--- src/hw/rtl/rau_pkg.sv ---
// shared types and constants for the rational arithmetic unit
`default_nettype none

package rau_pkg;

	// default datapath word width
	localparam int DEF_WORD_BITS = 32;

	// fixed port field widths
	localparam int OP_BITS  = 4;
	localparam int NUM_BITS = 32;
	localparam int DEN_BITS = 31;

	// request opcodes
	typedef enum logic [OP_BITS-1:0] {
		OP_NORM  = 4'd0,
		OP_ADD   = 4'd1,
		OP_SUB   = 4'd2,
		OP_MUL   = 4'd3,
		OP_DIV   = 4'd4,
		OP_EQ    = 4'd5,
		OP_NE    = 4'd6,
		OP_LT    = 4'd7,
		OP_LE    = 4'd8,
		OP_GT    = 4'd9,
		OP_GE    = 4'd10,
		OP_FLOOR = 4'd11,
		OP_FRAC  = 4'd12
	} rau_op_t;

	// datapath micro-operations issued by the controller
	typedef enum logic [4:0] {
		UOP_NONE     = 5'd0,
		UOP_LOAD     = 5'd1,
		UOP_RES_ZERO = 5'd2,
		UOP_N_CHK    = 5'd3,
		UOP_G_STEP   = 5'd4,
		UOP_G_SHIFT  = 5'd5,
		UOP_G_END    = 5'd6,
		UOP_DIV_QN   = 5'd7,
		UOP_SAVE_QN  = 5'd8,
		UOP_DIV_QD   = 5'd9,
		UOP_N_END    = 5'd10,
		UOP_FAIL     = 5'd11,
		UOP_SET_A    = 5'd12,
		UOP_SET_B    = 5'd13,
		UOP_RES_A    = 5'd14,
		UOP_MUL_1    = 5'd15,
		UOP_MUL_2    = 5'd16,
		UOP_LD_PROD  = 5'd17,
		UOP_CMP      = 5'd18,
		UOP_DIV_FL   = 5'd19,
		UOP_FLOOR    = 5'd20,
		UOP_AS_EQ    = 5'd21,
		UOP_AS_GCD   = 5'd22,
		UOP_DIV_L    = 5'd23,
		UOP_MUL_L    = 5'd24,
		UOP_SAVE_L   = 5'd25,
		UOP_DIV_TA   = 5'd26,
		UOP_MUL_TA   = 5'd27,
		UOP_SAVE_TA  = 5'd28,
		UOP_MUL_TB   = 5'd29,
		UOP_SUM      = 5'd30,
		UOP_FIN      = 5'd31
	} rau_uop_t;

	// datapath status seen by the controller
	typedef struct packed {
		logic [OP_BITS-1:0] op;
		logic               nd_zero;
		logic               gb_zero;
		logic               nok;
		logic               div_done;
		logic               ad_eq_bd;
	} rau_sts_t;

endpackage

`default_nettype wire

--- src/hw/rtl/rau_ctrl.sv ---
// controller: sequences normalize, gcd and operation steps
`default_nettype none

module rau_ctrl import rau_pkg::*; (
	input  wire logic     clk,
	input  wire logic     arst_n,
	input  wire logic     in_valid,
	input  wire logic     out_ready,
	input  wire rau_sts_t sts,
	output logic          in_ready,
	output logic          out_valid,
	output rau_uop_t      uop
);

	localparam int NS = 27;

	typedef enum logic [NS-1:0] {
		ST_IDLE   = NS'(1) << 0,
		ST_DISP   = NS'(1) << 1,
		ST_N_CHK  = NS'(1) << 2,
		ST_G_TEST = NS'(1) << 3,
		ST_G_WAIT = NS'(1) << 4,
		ST_N_QN   = NS'(1) << 5,
		ST_N_QNW  = NS'(1) << 6,
		ST_N_QD   = NS'(1) << 7,
		ST_N_QDW  = NS'(1) << 8,
		ST_A_DONE = NS'(1) << 9,
		ST_B_DONE = NS'(1) << 10,
		ST_OPS    = NS'(1) << 11,
		ST_M_2    = NS'(1) << 12,
		ST_M_3    = NS'(1) << 13,
		ST_C_3    = NS'(1) << 14,
		ST_F_W    = NS'(1) << 15,
		ST_AS_EQ  = NS'(1) << 16,
		ST_AS_L1  = NS'(1) << 17,
		ST_AS_L1W = NS'(1) << 18,
		ST_AS_L2  = NS'(1) << 19,
		ST_AS_TA  = NS'(1) << 20,
		ST_AS_TAW = NS'(1) << 21,
		ST_AS_TA2 = NS'(1) << 22,
		ST_AS_TBW = NS'(1) << 23,
		ST_AS_SUM = NS'(1) << 24,
		ST_FIN    = NS'(1) << 25,
		ST_OUT    = NS'(1) << 26
	} rau_state_t;

	rau_state_t state_q, state_d, ret_q, ret_d, gret_q, gret_d;
	logic       uses_b, is_cmp;

	assign uses_b = sts.op inside {[OP_ADD:OP_GE]};
	assign is_cmp = sts.op inside {[OP_EQ:OP_GE]};

	// next state and micro-operation
	always_comb begin
		state_d = state_q;
		ret_d   = ret_q;
		gret_d  = gret_q;
		uop     = UOP_NONE;
		case (state_q)
			ST_IDLE: begin
				if (in_valid) begin
					uop     = UOP_LOAD;
					state_d = ST_DISP;
				end
			end
			ST_DISP: begin
				uop = UOP_RES_ZERO;
				if (sts.op > OP_FRAC) begin
					state_d = ST_OUT;
				end else begin
					ret_d   = ST_A_DONE;
					state_d = ST_N_CHK;
				end
			end
			// normalize: zero check then gcd
			ST_N_CHK: begin
				uop = UOP_N_CHK;
				if (sts.nd_zero) begin
					state_d = ret_q;
				end else begin
					gret_d  = ST_N_QN;
					state_d = ST_G_TEST;
				end
			end
			// euclid loop
			ST_G_TEST: begin
				if (sts.gb_zero) begin
					uop     = UOP_G_END;
					state_d = gret_q;
				end else begin
					uop     = UOP_G_STEP;
					state_d = ST_G_WAIT;
				end
			end
			ST_G_WAIT: begin
				if (sts.div_done) begin
					uop     = UOP_G_SHIFT;
					state_d = ST_G_TEST;
				end
			end
			// divide both parts by the gcd
			ST_N_QN: begin
				uop     = UOP_DIV_QN;
				state_d = ST_N_QNW;
			end
			ST_N_QNW: begin
				if (sts.div_done) begin
					uop     = UOP_SAVE_QN;
					state_d = ST_N_QD;
				end
			end
			ST_N_QD: begin
				uop     = UOP_DIV_QD;
				state_d = ST_N_QDW;
			end
			ST_N_QDW: begin
				if (sts.div_done) begin
					uop     = UOP_N_END;
					state_d = ret_q;
				end
			end
			ST_A_DONE: begin
				if (!sts.nok) begin
					uop     = UOP_FAIL;
					state_d = ST_OUT;
				end else begin
					uop = UOP_SET_A;
					if (uses_b) begin
						ret_d   = ST_B_DONE;
						state_d = ST_N_CHK;
					end else begin
						state_d = ST_OPS;
					end
				end
			end
			ST_B_DONE: begin
				if (!sts.nok) begin
					uop     = UOP_FAIL;
					state_d = ST_OUT;
				end else begin
					uop     = UOP_SET_B;
					state_d = ST_OPS;
				end
			end
			// operation dispatch
			ST_OPS: begin
				case (sts.op)
					OP_NORM: begin
						uop     = UOP_RES_A;
						state_d = ST_OUT;
					end
					OP_ADD, OP_SUB: state_d = ST_AS_EQ;
					OP_MUL, OP_DIV, OP_EQ, OP_NE, OP_LT, OP_LE, OP_GT, OP_GE: begin
						uop     = UOP_MUL_1;
						state_d = ST_M_2;
					end
					OP_FLOOR, OP_FRAC: begin
						uop     = UOP_DIV_FL;
						state_d = ST_F_W;
					end
					default: state_d = ST_OUT;
				endcase
			end
			ST_M_2: begin
				uop     = UOP_MUL_2;
				state_d = is_cmp ? ST_C_3 : ST_M_3;
			end
			ST_M_3: begin
				uop     = UOP_LD_PROD;
				ret_d   = ST_FIN;
				state_d = ST_N_CHK;
			end
			ST_C_3: begin
				uop     = UOP_CMP;
				state_d = ST_OUT;
			end
			ST_F_W: begin
				if (sts.div_done) begin
					uop     = UOP_FLOOR;
					state_d = (sts.op == OP_FLOOR) ? ST_OUT : ST_AS_EQ;
				end
			end
			// add and subtract over the lcm
			ST_AS_EQ: begin
				if (sts.ad_eq_bd) begin
					uop     = UOP_AS_EQ;
					ret_d   = ST_FIN;
					state_d = ST_N_CHK;
				end else begin
					uop     = UOP_AS_GCD;
					gret_d  = ST_AS_L1;
					state_d = ST_G_TEST;
				end
			end
			ST_AS_L1: begin
				uop     = UOP_DIV_L;
				state_d = ST_AS_L1W;
			end
			ST_AS_L1W: begin
				if (sts.div_done) begin
					uop     = UOP_MUL_L;
					state_d = ST_AS_L2;
				end
			end
			ST_AS_L2: begin
				uop     = UOP_SAVE_L;
				state_d = ST_AS_TA;
			end
			ST_AS_TA: begin
				uop     = UOP_DIV_TA;
				state_d = ST_AS_TAW;
			end
			ST_AS_TAW: begin
				if (sts.div_done) begin
					uop     = UOP_MUL_TA;
					state_d = ST_AS_TA2;
				end
			end
			ST_AS_TA2: begin
				uop     = UOP_SAVE_TA;
				state_d = ST_AS_TBW;
			end
			ST_AS_TBW: begin
				if (sts.div_done) begin
					uop     = UOP_MUL_TB;
					state_d = ST_AS_SUM;
				end
			end
			ST_AS_SUM: begin
				uop     = UOP_SUM;
				ret_d   = ST_FIN;
				state_d = ST_N_CHK;
			end
			ST_FIN: begin
				uop     = UOP_FIN;
				state_d = ST_OUT;
			end
			ST_OUT: begin
				if (out_ready)
					state_d = ST_IDLE;
			end
			default: state_d = ST_IDLE;
		endcase
	end

	// state registers
	always_ff @(posedge clk or negedge arst_n) begin
		if (!arst_n) begin
			state_q <= ST_IDLE;
			ret_q   <= ST_IDLE;
			gret_q  <= ST_IDLE;
		end else begin
			state_q <= state_d;
			ret_q   <= ret_d;
			gret_q  <= gret_d;
		end
	end

	assign in_ready  = state_q == ST_IDLE;
	assign out_valid = state_q == ST_OUT;

endmodule

`default_nettype wire

--- config.mk ---
export PLATFORM = sky130hd
export DESIGN_NAME = rau_ctrl
export DESIGN_NICKNAME = d
export VERILOG_FILES = /design/src/hw/rtl/rau_pkg.sv /design/src/hw/rtl/rau_ctrl.sv
export SDC_FILE = /design/constraint.sdc
export NUM_CORES = 1
export LEC_CHECK = 0
export ABC_AREA = 1
export BUFFER_PORTS_ARGS = -buffer_cell sky130_fd_sc_hd__clkbuf_2
export CAP_MARGIN = 40
export CORE_MARGIN = 4
export CORE_UTILIZATION = 40
export CTS_CLUSTER_SIZE = 14
export DETAILED_ROUTE_END_ITERATION = 10
export PLACE_DENSITY = 0.66
export SYNTH_ARGS = -nofsm -noshare
export SYNTH_HDL_FRONTEND = slang
export SYNTH_SLANG_ARGS = --single-unit
--- constraint.sdc ---
create_clock -name clk -period 2.22 [get_ports clk]
set_input_delay 0.333 -clock clk [delete_from_list [all_inputs] [get_ports clk]]
set_output_delay 0.333 -clock clk [all_outputs]
set_load 0.02 [all_outputs]
==> results of run 1 <==
## critical path, delay by kind of cell (launching register included)
| family | cells | cell delay, ps |
|---|---|---|
| AND/OR/NAND/NOR | 7 | 690 |
| flip-flops | 1 | 560 |
| buffers and inverters | 2 | 220 |
| AO/OA/AOI/OAI | 1 | 280 |
## per-layer routing
layer	GRT usage, %	vias up
met5	0	-
met4	6.69	0
met3	3.41	14
met2	38.1	129
met1	27.7	1337
li1	-	1390
## state kept, by name (all words and copies together) (netlist names)
name,cells
state_q,27
ret_q,4
gret_q,3
## what timing repair did
action	CTS	global route
cloned	1	1
setup buffers	24	5
resized for setup	46	29
hold buffers	1	0
pin swaps	15	9
hold endpoints to repair	15	0
setup endpoints to repair	6	10
## placed cells by master, fill, tap and decap left out, drive strengths merged
cell	count
o211ai	2
o22ai	3
dfrtp	31
nand3	40
a22oi	1
nor4	2
a31oi	1
a211oi	2
nand3b	3
clkinv	1
dfstp	3
nor3b	1
clkinvlp	1
o21ai	17
nand4	7
o21a	3
clkbuf	23
o2111a	1
nor3	17
buf	52
a21oi	8
inv	66
nand2	87
dlygate4sd3	1
nor2	91
## cell families (layout without fill, tap and decap cells)
group	after synthesis	count (layout)	synth area share (%)
simple gates	247	248	46.1
flops	34	34	34.1
compound gates	38	38	9.58
buf+inv	67	144	10.3
## final cells by class
class	count	area, um^2
tap	75	93.8
sequential	34	857
multi-input combinational	286	1620
clock buffer	6	82.6
timing repair buffer	70	549
inverter	66	255
fill	572	2520
clock inverter	2	12.5
## power by group
group | leakage (nW) | switching, mW | internal [mW]
clock network | 0.0472 | 0.242 | 0.249
registers | 0.449 | 0.0430 | 0.701
logic | 1.34 | 0.703 | 0.500
## path summary, 6_finish.rpt
path | cells past startpoint | start | to
min in group asynchronous | 2 | arst_n | state_q[19]
setup reg to reg | 13 | state_q[0] | state_q[10]
hold / removal | 2 | sts[3] | state_q[4]
setup / recovery | 10 | state_q[0] | uop[3]
hold reg to reg | 2 | gret_q[0] | gret_q[0]
max in group asynchronous | 3 | arst_n | state_q[0]
## through the flow
stage / hold slack, ps / instance area (um^2)
global placement: 440 / 2830
CTS: 293 / 3300
floorplan: 37.4 / 2510
finish: 294 / 3470
global route: 293 / 3470
detailed placement: 304 / 2860
==> reports/metrics.cfg, run 1 <==
[grt]
grt_usage_pct=21.9
grt_pass1_vias=2731
grt_pass1_wl_mm=12.9
grt_overflow=0
antenna_found_initial=0
grt_max_degree=20

[sta]
period_share_pct=107
period_needed_ps=2390
slew_headroom_pct=68.6
tightest_slew_ps=466
rsz0062_at_grt=yes
fin_skew_ps=5.76
setup_ws_ps=-166
hold_viol=0
fin_tns_setup_ps=-728
report.final.slew_viol_count=0
max_freq_ghz=0.419
setup_viol=5

[clock_tree]
cts_tree=built
cts.sinks=34
cts_max_level=2
root_buffer=clkbuf_8
cts_buffers=5
clkLatencyLatePin_ps=290
clk_pin_slew_ps=70
cts_buffer_depth=2

[synthesis]
synth_area_leaders=dfrtp_1 31%, nor2_1 12%, nand2_1 11%
syn_area_per_cell_um2=6.50
ys_async_sr_fraction_pct=100
synth_most_common_cell=nor2_1
synth_nets=399
yosysTopAreaCell=dfrtp_1
yosys_warnings=0
synth_top_area_share_pct=30.9
ys_seq_elements=34
synth_cell_types=32
syn_inst=386
netlist_area_um2=2510
synth-seq-area-share_pct=34.1
synth_commonest_cells=78 x nor2_1, 74 x nand2_1, 57 x inv_1
synth_edf_count=0
yosys_most_used_dff=dfrtp_1

[critical_path]
crit_chain=nor2_4 > nand2_4 > nor2_8 > nand2_8 > inv_8 > nand3_2 > nand4_1 > a211oi_2 > nand2_1 > clkbuf_8
cp.required_ps=1890
max_stage_delay_ps=560
worstPathArrival_ps=2050
crit_path_top_delay_cell=dfstp_2
crit_type=reg -> out
regToRegSetupSlack_ps=120
crit_fanout=8
start_kind=flip-flop
crit_path_end_kind=output pin

[die]
core_um2=5990
ios=20
num_rows=28
initial_core_util_pct=41.9
die_w_um=87.2
die_area_um2=7600
die_h_um=87.2

[layout]
final_cells=539
postLayoutCoreUtil_pct=57.9
fin_nets=476
area_delta_synth_final_pct=38.3
n_antenna_cell=0
drive_gt1_share_pct=34.1

[place]
place_congestion=0.941
dpl.cell_count=499
port_buffers=19
dpl.hpwl_mm=6.06
dp_slack_ps=-28.9

[routing]
met3_length_um=472
via_per_inst=5.32
drc=0
drt_wl_total_mm=8.10
wl_met1_mm=3.42
vias=2870
postRouteAntennaNets=0
top_layer_used=met4
routedWlPerCell_um=15.0
dr.pass1.iters=7
wl_met2_mm=4.03
dr.first_iter.drc_count=199

[run]
drv_cap=0

[pwr]
power_density_nw_per_um2=703
leakage_nw=1.84
power_mw=2.44
ir_drop_v=0.000375

[run_status]
violations=setup timing
status=finished, violations left

[hold_path]
hp-class=in -> reg

(Power assumes the default switching activity.)
==> run 2: changes to the inputs <==
--- a/config.mk
+++ b/config.mk
@@ -5,14 +5,15 @@
 export SDC_FILE = /design/constraint.sdc
 export NUM_CORES = 1
 export LEC_CHECK = 0
-export ABC_AREA = 1
 export BUFFER_PORTS_ARGS = -buffer_cell sky130_fd_sc_hd__clkbuf_2
 export CAP_MARGIN = 40
+export CELL_PAD_IN_SITES_DETAIL_PLACEMENT = 0
+export CELL_PAD_IN_SITES_GLOBAL_PLACEMENT = 1
 export CORE_MARGIN = 4
 export CORE_UTILIZATION = 40
 export CTS_CLUSTER_SIZE = 14
 export DETAILED_ROUTE_END_ITERATION = 10
-export PLACE_DENSITY = 0.66
+export PLACE_DENSITY = 0.8
 export SYNTH_ARGS = -nofsm -noshare
 export SYNTH_HDL_FRONTEND = slang
 export SYNTH_SLANG_ARGS = --single-unit
==> constraint.sdc (replaced) <==
create_clock -name clk -period 2.7 [get_ports clk]
set_input_delay 0.405 -clock clk [delete_from_list [all_inputs] [get_ports clk]]
set_output_delay 0.405 -clock clk [all_outputs]
set_load 0.02 [all_outputs]
==> run 2 against run 1 <==
The run still ends with setup timing left. Clock power shrank 17%. Sequential share of layout area shrank 3.0 points. Area after synthesis shrank 4.1%. First-iteration DRC count grew 44%. Die area shrank 3.7%. Clock skew grew 6.3 ps. Total power grew 2.4%. Highest routed layer unchanged. Clock-buffer cell count grew 1.
==> reports/metrics.cfg, run 2 <==
[grt]
gr-usage-met2_pct=43.1  ; +5.0 points
use_met1_pct=36.8  ; +9.0 points
grt_pass1_vias=2873  ; +5.2%
grt_overflow=0  ; unchanged
grt_pass1_wl_mm=15.3  ; +19%
grt_usage_pct=27.1  ; +5.3 points
use_met3_pct=5.19  ; +1.8 points
grt_busiest_layer=met2
antenna_found_initial=0  ; unchanged
grt_max_degree=22  ; +10%

[sta]
report.final.slew_viol_count=0  ; unchanged
period_share_pct=108
setup_viol=7  ; +2
setup_ws_ps=-221  ; -55.1 ps
max_freq_ghz=0.342
period_needed_ps=2920
hold_viol=0  ; unchanged
tightest_slew_ps=500  ; +34.3 ps
rsz0062_at_grt=yes
fin_tns_setup_ps=-922  ; -194 ps
fin_skew_ps=12.0  ; +6.29 ps
slew_headroom_pct=66.3  ; -2.3 points

[clock_tree]
clk_pin_slew_ps=80  ; about the same
cts_max_level=2  ; unchanged
clkLatencyLatePin_ps=300  ; about the same
cts_buffers=5  ; unchanged
hold_buffers=0  ; -1
cts_buffer_depth=2  ; unchanged
root_buffer=clkbuf_8
cts_tree=built
cts.sinks=34  ; unchanged

[synthesis]
netlist_area_um2=2410  ; -4.1%
syn_inst=272  ; -30%
synth-compound-area-share_pct=13.8  ; +4.2 points
yosysTopAreaCell=dfrtp_1
synth_top_family_by_area=simple AND/OR/NAND/NOR gates
muxShareOfSynthArea_pct=0  ; unchanged
ys_async_sr_fraction_pct=100  ; unchanged
ys_seq_elements=34  ; unchanged
yosys_warnings=0  ; unchanged
synth_edf_count=0  ; unchanged
synth_area_leaders=dfrtp_1 32%, nor4_4 5.3%, nor3_1 5.0%
synth_nets=285  ; -29%
synth_xor_area_share_pct=1.82  ; +1.8 points
syn_area_per_cell_um2=8.85  ; +36%
yosys_most_used_dff=dfrtp_1
synth_most_common_cell=dfrtp_1
synth_commonest_cells=31 x dfrtp_1, 25 x nor2_1, 24 x nor3_1
synth-seq-area-share_pct=35.5  ; +1.5 points
yosys.area_share.simple_pct=46.5  ; +0.41 points
synth_fa_ha_area_share_pct=0  ; unchanged
synth_top_area_share_pct=32.2  ; +1.3 points
synth_cell_types=61  ; +91%

[routing]
via_per_inst=6.06  ; +14%
postRouteAntennaNets=0  ; unchanged
drc=0  ; unchanged
dr.first_iter.drc_count=287  ; +44%
vias=2928  ; +2.0%
routedWlPerCell_um=20.0  ; +33%
dr.pass1.iters=6  ; -1
drt_wl_total_mm=9.64  ; +19%

[critical_path]
crit_fanout=5  ; -3
start_kind=flip-flop
crit_type=reg -> out
crit_path_end_kind=output pin
worstPathArrival_ps=2520  ; +470 ps
cp.required_ps=2300  ; +410 ps

[run]
drv_cap=0  ; unchanged

[layout]
n_antenna_cell=0  ; unchanged
multi_input_area_um2=1800  ; +11%
seqCellArea_um2=861  ; +0.44%
fin_nets=423  ; -11%
final_common_cell=buf_4
largestRegisters=state_q: 27 flops, ret_q: 4 flops, gret_q: 3 flops
regMostFlops=state_q
drive_gt1_share_pct=52.8  ; +19 points
fillCellCount=430  ; -25%
layout_common_cells=97 x buf_4, 26 x dfrtp_1, 21 x nand2_1
largest_register_ffs=27  ; unchanged
area_delta_synth_final_pct=64.9

[pwr]
clkPwrFrac_pct=16.4  ; -3.7 points
power_density_nw_per_um2=629  ; -10%
combPwrFrac_pct=58.7  ; +9.3 points
ir_drop_v=0.000418  ; +11%
power_mw=2.50  ; +2.4%
p_int_mw=1.51  ; +4.0%
p_sw_mw=0.989  ; +0.11%
switching_share_pct=39.6  ; -0.90 points
seq_power_share_pct=24.9  ; -5.6 points
leakage_nw=1.90  ; +3.4%

[die]
ios=20  ; unchanged
initial_core_util_pct=42.4  ; +0.52 points
die_h_um=85.6  ; -1.9%
num_rows=27  ; -3.6%
core_um2=5680  ; -5.3%
die_w_um=85.6  ; -1.9%
die_area_um2=7320  ; -3.7%

[place]
place_congestion=1.02  ; +8.0%
port_buffers=19  ; unchanged
dpl.hpwl_mm=7.10  ; +17%
dp_slack_ps=-103  ; -73.7 ps

[hold_path]
hp-class=in -> async

[run_status]
status=finished, violations left
violations=setup timing

run 2: changes by cell type after synthesis, moves of 7 or more:
cell / previous run / this run
nor2_2: 9 / 0
or3_1: 0 / 8
nand3_1: 40 / 9
nor2_1: 78 / 25
nor3_1: 17 / 24
and2_1: 0 / 8
nand2_1: 74 / 22
nand2_2: 8 / 1
inv_1: 57 / 8
nor4_1: 2 / 15
inv_2: 8 / 0
run 2: kinds of logic (layout without fill, tap and decap cells):
logic type | after synthesis | in the layout
XOR/XNOR | 5 | 5
AO/OA/AOI/OAI | 46 | 46
flip-flops | 34 | 34
AND/OR/NAND/NOR | 175 | 175
buffers and inverters | 12 | 151
run 2: area by class of cell:
cell class	instances	share of cell area (%)
Multi-Input combinational cell	226	45.3
Timing Repair Buffer	135	27.7
Clock buffer	7	2.18
Clock inverter	1	0.126
Tap cell	72	2.27
Inverter	8	0.820
Sequential cell	34	21.7
run 2: critical path, stage by stage (launching register included):
cell	delay, ps
dfrtp_1	380
buf_4	160
nor4_4	370
buf_4	180
nand4_1	190
nor2_2	200
and3_4	220
buf_4	120
nor3_1	40
nand2_1	100
or3_1	110
buf_4	130
run 2: metrics by stage:
stage	instances	area [um^2]	utilization, %	hold slack, ps
2_1_floorplan	272	2410	-	109
5_1_grt	483	3970	69.9	75.3
4_1_cts	478	3840	67.7	55.7
3_3_place_gp	444	3200	56.4	452
3_5_place_dp	445	3230	56.9	367
6_report	483	3970	69.9	44.7
run 2: path summary, 6_finish.rpt:
kind | cells past startpoint | end | slack [ps] | from
worst min register to register | 1 | ret_q[25] | 470 | ret_q[25]
worst max-delay path | 11 | uop[3] | -220 | state_q[14]
worst max register to register | 11 | state_q[26] | -60 | state_q[14]
min in group clk | 2 | state_q[4] | 300 | sts[3]
worst min-delay path | 1 | state_q[7] | 40 | arst_n
max in group asynchronous | 2 | ret_q[0] | 2100 | arst_n
run 2: layer usage:
metal  part of all wire (%)  vias up
met5                      0        -
met4                    3.7        0
met3                    7.2       36
met2                     46      159
met1                     43     1415
li1                       -     1318
run 2: what timing repair did:
action | CTS | global route
pin swaps | 28 | 15
resized for setup | 76 | 23
setup endpoints to repair | 7 | 19
buffers inserted | 28 | 6
run 2: power groups by stage:
stage / logic [mW] / registers, mW / clock network (mW)
global route: 1.56 / 0.628 / 0.446
global placement: 1.08 / 0.622 / 0
floorplan: 0.530 / 0.624 / 0
finish: 1.47 / 0.622 / 0.408
CTS: 1.34 / 0.621 / 0.415
detailed placement: 1.09 / 0.626 / 0
==> run 3: changes to the inputs <==
--- a/config.mk
+++ b/config.mk
@@ -9,7 +9,7 @@
 export CAP_MARGIN = 40
 export CELL_PAD_IN_SITES_DETAIL_PLACEMENT = 0
 export CELL_PAD_IN_SITES_GLOBAL_PLACEMENT = 1
-export CORE_MARGIN = 4
+export CORE_MARGIN = 8
 export CORE_UTILIZATION = 40
 export CTS_CLUSTER_SIZE = 14
 export DETAILED_ROUTE_END_ITERATION = 10
==> run 3 against run 2 <==
The flow still finishes with violations (setup timing). Sequential cell count stayed put. Global-route usage is 5.5 points lower. Cell count down 3.7%. Combinational power down 14%. Clock power is 46% higher. Clock skew rose by 0.73 ps. Via count down 4.8%. Die area up 20%. Largest cell class unchanged. Critical path depth is 1 lower.
==> reports/metrics.cfg, run 3 (same netlist as run 2, synthesis figures left out) <==
[routing]
routedWlPerCell_um=20.3  ; +1.7%
via_per_inst=5.99  ; -1.2%
postRouteAntennaNets=0  ; unchanged
dr.pass1.iters=5  ; -1
drt_wl_total_mm=9.43  ; -2.1%
vias=2786  ; -4.8%
drc=0  ; unchanged
dr.first_iter.drc_count=215  ; -25%

[clock_tree]
clk_pin_slew_ps=90  ; about the same
cts_buffer_depth=2  ; unchanged
clkLatencyLatePin_ps=310  ; about the same
root_buffer=clkbuf_8
cts_max_level=2  ; unchanged
cts_tree=built
cts_buffers=5  ; unchanged
cts.sinks=34  ; unchanged

[sta]
period_needed_ps=2930  ; +13.3 ps
max_freq_ghz=0.341  ; -0.45%
setup_viol=5  ; -2
whs_ps=320  ; +275 ps
hold_viol=0  ; unchanged
setup_ws_ps=-234  ; -13.3 ps
report.final.slew_viol_count=0  ; unchanged
period_share_pct=109  ; +0.49 points
fin_skew_ps=12.8  ; +0.733 ps
rsz0062_at_grt=yes
tightest_slew_ps=490  ; -10.1 ps
slew_headroom_pct=66.9  ; +0.52 points

[critical_path]
worstPathArrival_ps=2530  ; about the same
crit_fanout=5  ; unchanged
crit_type=reg -> out
start_kind=flip-flop
crit_path_end_kind=output pin
cp.required_ps=2300  ; about the same

[layout]
layout_common_cells=88 x buf_4, 24 x dfrtp_1, 21 x nand2_1
largest_register_ffs=27  ; unchanged
largestRegisters=state_q: 27 flops, ret_q: 4 flops, gret_q: 3 flops
area_delta_synth_final_pct=56.6
n_antenna_cell=0  ; unchanged
final_common_cell=buf_4
regMostFlops=state_q
final_cells=465  ; -3.7%
fin_nets=402  ; -5.0%
drive_gt1_share_pct=50.3  ; -2.5 points
fillCellCount=463  ; +7.7%

[die]
ios=20  ; unchanged
core_um2=5850  ; +3.1%
die_area_um2=8750  ; +20%
initial_core_util_pct=41.1  ; -1.3 points
num_rows=28  ; +3.7%
die_h_um=93.6  ; +9.4%
die_w_um=93.6  ; +9.4%

[run]
drv_cap=0  ; unchanged

[grt]
gr-usage-met2_pct=34.9  ; -8.2 points
grt_pass1_wl_mm=14.7  ; -4.0%
grt_max_degree=28  ; +27%
grt_usage_pct=21.6  ; -5.5 points
use_met3_pct=3.93  ; -1.3 points
grt_pass1_vias=2745  ; -4.5%
antenna_found_initial=0  ; unchanged
grt_overflow=0  ; unchanged
use_met1_pct=27.2  ; -9.5 points
grt_busiest_layer=met2

[place]
dpl.hpwl_mm=7.01  ; -1.2%
place_congestion=0.965  ; -5.1%
port_buffers=19  ; unchanged
dpl.cell_count=438  ; -1.6%
dp_slack_ps=-89.4  ; +13.2 ps

[hold_path]
hp-class=in -> reg

[run_status]
violations=setup timing
status=finished, violations left

[pwr]
ir_drop_v=0.000372  ; -11%
leakage_nw=1.81  ; -5.1%
power_mw=2.49  ; about the same
power_density_nw_per_um2=662  ; +5.2%

-- run 3: critical path, cell delays in order, from the launching register on --
cell and delay [ps]:
dfstp_2 600, nor4_4 70, buf_4 160, nand3_2 90, buf_6 130, nor2_1 50, and3_2 220, nor3_2 210
o21ai_2 110, or4_4 420, clkbuf_8 170
-- run 3: final cells by class --
| class | count | area [um^2] | area share [%] |
|---|---|---|---|
| Multi-Input combinational cell | 226 | 1760 | 46.6 |
| Tap cell | 75 | 93.8 | 2.49 |
| Inverter | 8 | 32.5 | 0.863 |
| Clock buffer | 5 | 68.8 | 1.83 |
| Timing Repair Buffer | 114 | 886 | 23.5 |
| Sequential cell | 34 | 863 | 22.9 |
| Clock inverter | 3 | 68.8 | 1.83 |
-- run 3: through the flow --
stage | cell area, um^2 | TNS [ps] | util (%)
3_5_place_dp | 3150 | -395 | 53.8
3_3_place_gp | 3130 | -373 | 53.5
6_report | 3770 | -1100 | 64.4
4_1_cts | 3570 | -970 | 61.0
2_1_floorplan | 2410 | 0 | -
5_1_grt | 3770 | -1400 | 64.4
-- run 3: per-layer routing --
| metal | vias to the layer above | share of wire, % | routed length [um] |
|---|---|---|---|
| met5 | - | 0 | 0 |
| met3 | 40 | 7.5 | 709 |
| met1 | 1339 | 40 | 3800 |
| met2 | 133 | 47 | 4460 |
| li1 | 1274 | - | - |
| met4 | 0 | 4.9 | 466 |
-- run 3: timing repair --
action,4_1_cts,5_1_grt
endpoints found under the setup margin,10,8
hold endpoints to repair,7,0
pin swaps,16,14
hold buffers,1,0
resized for setup,48,32
setup buffers,12,6
-- run 3: worst paths after layout --
kind                                  start     endpoint  depth (start not counted)  slack [ps]
worst max-delay path             state_q[0]       uop[2]                         10        -230
worst min-delay path                 sts[3]   state_q[4]                          2         320
worst max register to register  state_q[10]  state_q[26]                         11          70
worst min register to register     ret_q[9]     ret_q[9]                          1         470
max in group asynchronous            arst_n     ret_q[0]                          3        1690
min in group asynchronous            arst_n  state_q[26]                          2         490
-- run 3: where the power goes --
group / switching [mW] / internal (mW)
sequential: 0.0612 / 0.575
combinational: 0.687 / 0.575
clock: 0.227 / 0.370
total: 0.975 / 1.52
